[config.mk]
export PLATFORM = sky130hd
export DESIGN_NAME = ilid_cell
export DESIGN_NICKNAME = d
export VERILOG_FILES = /design/src/rtl/core/ilid_pkg.sv /design/src/rtl/core/ilid_cell.sv
export SDC_FILE = /design/constraint.sdc
export NUM_CORES = 1
export LEC_CHECK = 0
export BUFFER_PORTS_ARGS = -buffer_cell sky130_fd_sc_hd__clkbuf_2
export CORE_ASPECT_RATIO = 1.2
export CORE_MARGIN = 3
export CORE_UTILIZATION = 30
export CTS_BUF_LIST = sky130_fd_sc_hd__clkbuf_16
export DETAILED_ROUTE_END_ITERATION = 7
export GPL_ROUTABILITY_DRIVEN = 0
export GPL_TIMING_DRIVEN = 0
export PLACE_DENSITY_LB_ADDON = 0.1
export SKIP_LAST_GASP = 1
export SLEW_MARGIN = 5
export SYNTH_ARGS = -nofsm -noshare
export SYNTH_HDL_FRONTEND = slang
export SYNTH_SLANG_ARGS = --single-unit
[constraint.sdc]
create_clock -name clk -period 6.6 [get_ports clk]
set_clock_uncertainty 0.05 [all_clocks]
set_input_delay 0.99 -clock clk [delete_from_list [all_inputs] [get_ports clk]]
set_output_delay 0.99 -clock clk [all_outputs]
set_load 0.01 [all_outputs]
[src/rtl/core/ilid_pkg.sv]
// ilid_pkg: shared widths, operation and status codes, and the cell control
// struct for the indexed list core. No dependencies.
package ilid_pkg;

  localparam int CAPACITY = 64;
  localparam int OP_W     = 3;
  localparam int POS_W    = 16;
  localparam int IDX_W    = POS_W - 1;
  localparam int VAL_W    = 32;
  localparam int STAT_W   = 2;

  typedef enum logic [OP_W-1:0] {
    OP_GET    = 3'd0,
    OP_HEAD   = 3'd1,
    OP_TAIL   = 3'd2,
    OP_INDEX  = 3'd3,
    OP_DELETE = 3'd4
  } op_t;

  typedef enum logic [STAT_W-1:0] {
    ST_DONE     = 2'd0,
    ST_BADINDEX = 2'd1,
    ST_FULL     = 2'd2
  } status_t;

  // Broadcast to every cell for one item
  typedef struct packed {
    logic              shift_up;    // insert at pos
    logic              shift_down;  // delete at pos
    logic              get;         // drive the addressed cell into the tree
    logic [IDX_W-1:0]  pos;
    logic [VAL_W-1:0]  value;
  } cell_ctrl_t;

endpackage

[src/rtl/core/ilid_cell.sv]
// ilid_cell: one storage cell of the list chain; shifts with its neighbors.
// Depends on ilid_pkg.
module ilid_cell #(
  parameter int INDEX = 0
) (
  input  logic                              clk,
  input  ilid_pkg::cell_ctrl_t              ctrl,
  input  logic [ilid_pkg::VAL_W-1:0]        below,
  input  logic [ilid_pkg::VAL_W-1:0]        above,
  output logic [ilid_pkg::VAL_W-1:0]        data,
  output logic [ilid_pkg::VAL_W-1:0]        leaf
);

  localparam logic [ilid_pkg::IDX_W-1:0] MY_IDX = ilid_pkg::IDX_W'(INDEX);

  // Insert moves cells above the slot up; delete pulls cells above down
  always_ff @(posedge clk) begin
    if (ctrl.shift_up) begin
      if (MY_IDX > ctrl.pos) data <= below;
      else if (MY_IDX == ctrl.pos) data <= ctrl.value;
    end else if (ctrl.shift_down && (MY_IDX >= ctrl.pos)) begin
      data <= above;
    end
  end

  // Read tap: only the addressed cell shows its value
  assign leaf = (ctrl.get && (MY_IDX == ctrl.pos)) ? data : '0;

endmodule

; ---- Word-level counts from Yosys, hierarchy flattened
; Index checks and enable logic that the tools add are counted.
[classes]
eq_ne = 1
n_lt_le_gt_ge = 2
reduce_logical = 5
n_mux = 5
[ops]
columns = cell, n
row1 = two-way mux 32 bit, 5
row2 = greater-or-equal comparator 1 x 15 -> 1 bit (first input constant), 1
row3 = > comparator 1 x 15 -> 1 bit (first input constant), 1
row4 = zero test 15 bit, 1
row5 = != test 3 x 1 -> 1 bit (second input constant), 1
row6 = logical AND 1 bit, 2
row7 = AND reduction 2 bit, 1
row8 = nonzero test 2 bit, 1
[word_totals]
reg_bits = 32

; ---- Depth between registers and ports, before layout
[logic_depth]
ltp_word = 4
ltp_mapped = 4
ltp_nobuf = 3

; ---- Worst setup path after synthesis
; OpenSTA, ideal clock, no wires.
[synth_timing]
path_type = input to register
from = input ctrl[43] in the netlist's numbering
to = register data[0] in the netlist's numbering, enable pin
setup_slack_ns = 0.997
required_time_ns = 6.049
stages = 3
setup_ns = 0.501
n_path_buf = 0
arrival_ns = 5.051
cell_sequence = or4_4 -> or4_1 -> nor4_1
[synth_via]
elab_chain_cells = 4
[synth_lines]
columns = element, line
row1 = from (decl), ilid_cell.sv:7  ; input ilid_pkg::cell_ctrl_t ctrl,
row2 = greater-or-equal comparator 1 x 15 -> 1 bit, ilid_cell.sv:21  ; end else if (ctrl.shift_down && (MY_IDX >= ctrl.pos)) begin
row3 = logical AND 1 bit, ilid_cell.sv:21
row4 = nonzero test 2 bit (no line), -
row5 = AND reduction 2 bit (no line) (*), -
row6 = to (signal assigned), ilid_cell.sv:19  ; if (MY_IDX > ctrl.pos) data <= below;
row7 = to (signal assigned), ilid_cell.sv:20  ; else if (MY_IDX == ctrl.pos) data <= ctrl.value;
row8 = to (signal assigned), ilid_cell.sv:22  ; data <= above;
row9 = to (decl), ilid_cell.sv:10  ; output logic [ilid_pkg::VAL_W-1:0] data,
; Mark *: on every way between the ends. The rest lies on a longest branch, timed or not.
; A chain may end at the register's enable or synchronous reset.

; ---- Worst setup path after layout
[layout_timing]
from = input ctrl[39] in the netlist's numbering
to = output leaf[11] in the netlist's numbering
[layout_via]
elab_chain_cells = 3
[layout_lines]
columns = element, line
row1 = zero test 15 bit, ilid_cell.sv:27  ; assign leaf = (ctrl.get && (MY_IDX == ctrl.pos)) ? data : '0;
row2 = logical AND 1 bit, ilid_cell.sv:27
row3 = two-way mux 32 bit, ilid_cell.sv:27
row4 = to (decl), ilid_cell.sv:11  ; output logic [ilid_pkg::VAL_W-1:0] leaf
; Every way passes these cells.

==> metrics.cfg <==
[worst_setup_path]
path_common_cell=clkbuf_2
end_kind=primary output
cpPeakStageDelay_ns=0.55
crit_buf_inv=3
critPathSlowestCell=or4_4
start_kind=input pin
crit_fanout=10
crit_chain=clkbuf_2 -> or4_4 -> nor4_4 -> clkbuf_2 -> and2_2 -> clkbuf_2
arrival_ns=2.58
crit_required_ns=5.56
path_delay_family=simple AND/OR/NAND/NOR gates
criticalPathCategory=in2out

[sta]
slew_headroom_pct=60.22
worstMarginPinSlew_ns=0.5918
finalCriticalPeriod_ns=3.622
clock.fmax_ghz=0.2761
setup_viol=0
hold_viol=0
slew_viol_final=0
period_share_pct=54.88
rsz0062_at_grt=no

[layout]
drive_gt1_share_pct=80.90
largest-register=data
final_util_pct=49.38
largestRegisters=data: 32 flops
nNetsFinal=382
syn_to_final_growth_pct=58.63
diodes=0
largest_reg_flops=32

[power]
p_leak_nw=1.281
ir_drop_mv=0.1095
power_density_nw_per_um2=182.4
p_total_w=0.0004804

[place]
port_buffers=145
place_hpwl_um=3710

[floorplan]
fp.dieH_um=87.50
core-area_sq_um=5334
num_rows=29
initial_core_util_pct=31.13
die_w_um=73.91
ios=179
die_area_sq_um=6467

[grt]
grt_max_degree=11
grt_pass1_wl_um=6465
grt_usage_pct=13.33
antenna_found_initial=0
first_global_vias=1381
gr-total-overflow=0

[synth]
ys.flop_type=edfxtp_1
ys_seq_elements=32
async_flop_share_pct=0
syn_inst=111
syn_nets=226
yosys.area.top_type=edfxtp_1
synth_top_area_share_pct=57.87
synth.yosys.seq_area_share_pct=57.87
ys_top_cells_by_area=edfxtp_1 58%, mux2_2 22%, and2_2 9.5%
synth_edf_count=32
yosysWarnings=0
synth_cell_types=12
synth.cell_area_sq_um=1660
synth_common_cells=32 x edfxtp_1, 32 x mux2_2, 21 x and2_2
synth_area_per_cell_sq_um=14.96

[route]
drtIter0Drc=56
wl_um=4377
via_count=1443
antenna_left=0
drtPass1Iterations=2
post-route-drc-count=0
wl_per_cell_um=13.30
vias_per_cell=4.386

[clocking]
h-tree-depth=2
ctsRootBufferMaster=clkbuf_16
clk_pin_slew_ns=0.05
cts_hold_buf=0
cts_tree=done
post_cts_resized=0
cts-buffers-inserted=5
numClockSinks=32
post_cts_buffers=0
clockBufferDepth=2

[run_status]
status=finished clean

[worst_hold_path]
hp-class=in2reg

[run]
drv_cap=0

layout by cell type (no fill, tap or decap):
| master | netlist | final |
|---|---|---|
| or4_1 | 1 | 1 |
| inv_1 | 0 | 1 |
| nor4_4 | 1 | 1 |
| and2_1 | 11 | 11 |
| and2_2 | 21 | 21 |
| clkinv_2 | 0 | 1 |
| buf_4 | 0 | 4 |
| or4b_1 | 1 | 1 |
| nor2_1 | 1 | 1 |
| clkbuf_16 | 0 | 5 |
| clkbuf_2 | 3 | 148 |
| edfxtp_1 | 32 | 32 |
| or4_4 | 3 | 3 |
| clkbuf_1 | 4 | 4 |
| mux2_2 | 32 | 32 |
| nor4_2 | 0 | 1 |
power by group:
| group | switching [W] | internal (W) |
|---|---|---|
| combinational | 0.0000141 | 0.0000317 |
| clock | 0.0000741 | 0.000135 |
| sequential | 0.00000000349 | 0.000226 |
| total | 0.0000882 | 0.000392 |
per-layer routing:
layer	GRT usage, %	part of all wire (%)	up-vias
met3	3.002	8.7	6
met5	0	0	-
li1	-	-	715
met4	5.437	1.1	0
met2	23.63	53	73
met1	15.16	37	649
final cells by class:
class                           count  area (sq um)
Multi-Input combinational cell     72         675.6
Clock inverter                      2         8.758
Buffer                              7         30.03
Sequential cell                    32         960.9
Timing Repair Buffer              149         755.7
Fill cell                         514          2700
Tap cell                           62         77.57
Clock buffer                        5         125.1
final timing paths:
check / startpoint / end / slack [ns] / cells after the start
setup / recovery: ctrl[39] / leaf[11] / 2.98 / 6
hold / removal: ctrl[14] / data[14] / 0.97 / 2
per-stage QoR:
| stage | TNS [ns] | hold slack (ns) | cells | setup slack (ns) | area [sq um] |
|---|---|---|---|---|---|
| 6_report | 0 | 0.9697 | 329 | 2.978 | 2634 |
| 5_1_grt | 0 | 0.9671 | 329 | 2.814 | 2634 |
| 4_1_cts | 0 | 0.9637 | 329 | 2.924 | 2634 |
| 3_5_place_dp | 0 | 1.244 | 322 | 2.926 | 2500 |
| 3_3_place_gp | -20.97 | 1.243 | 318 | -0.6573 | 2464 |
| 2_1_floorplan | 0 | 1.160 | 111 | 0.9975 | 1660 |
cell families after synthesis:
family	synth area share (%)
muxes	21.70
DFF	57.87
buffers and inverters	1.808
and+or+nand+nor	18.61
Note: power is estimated with default switching activity, not from simulation.
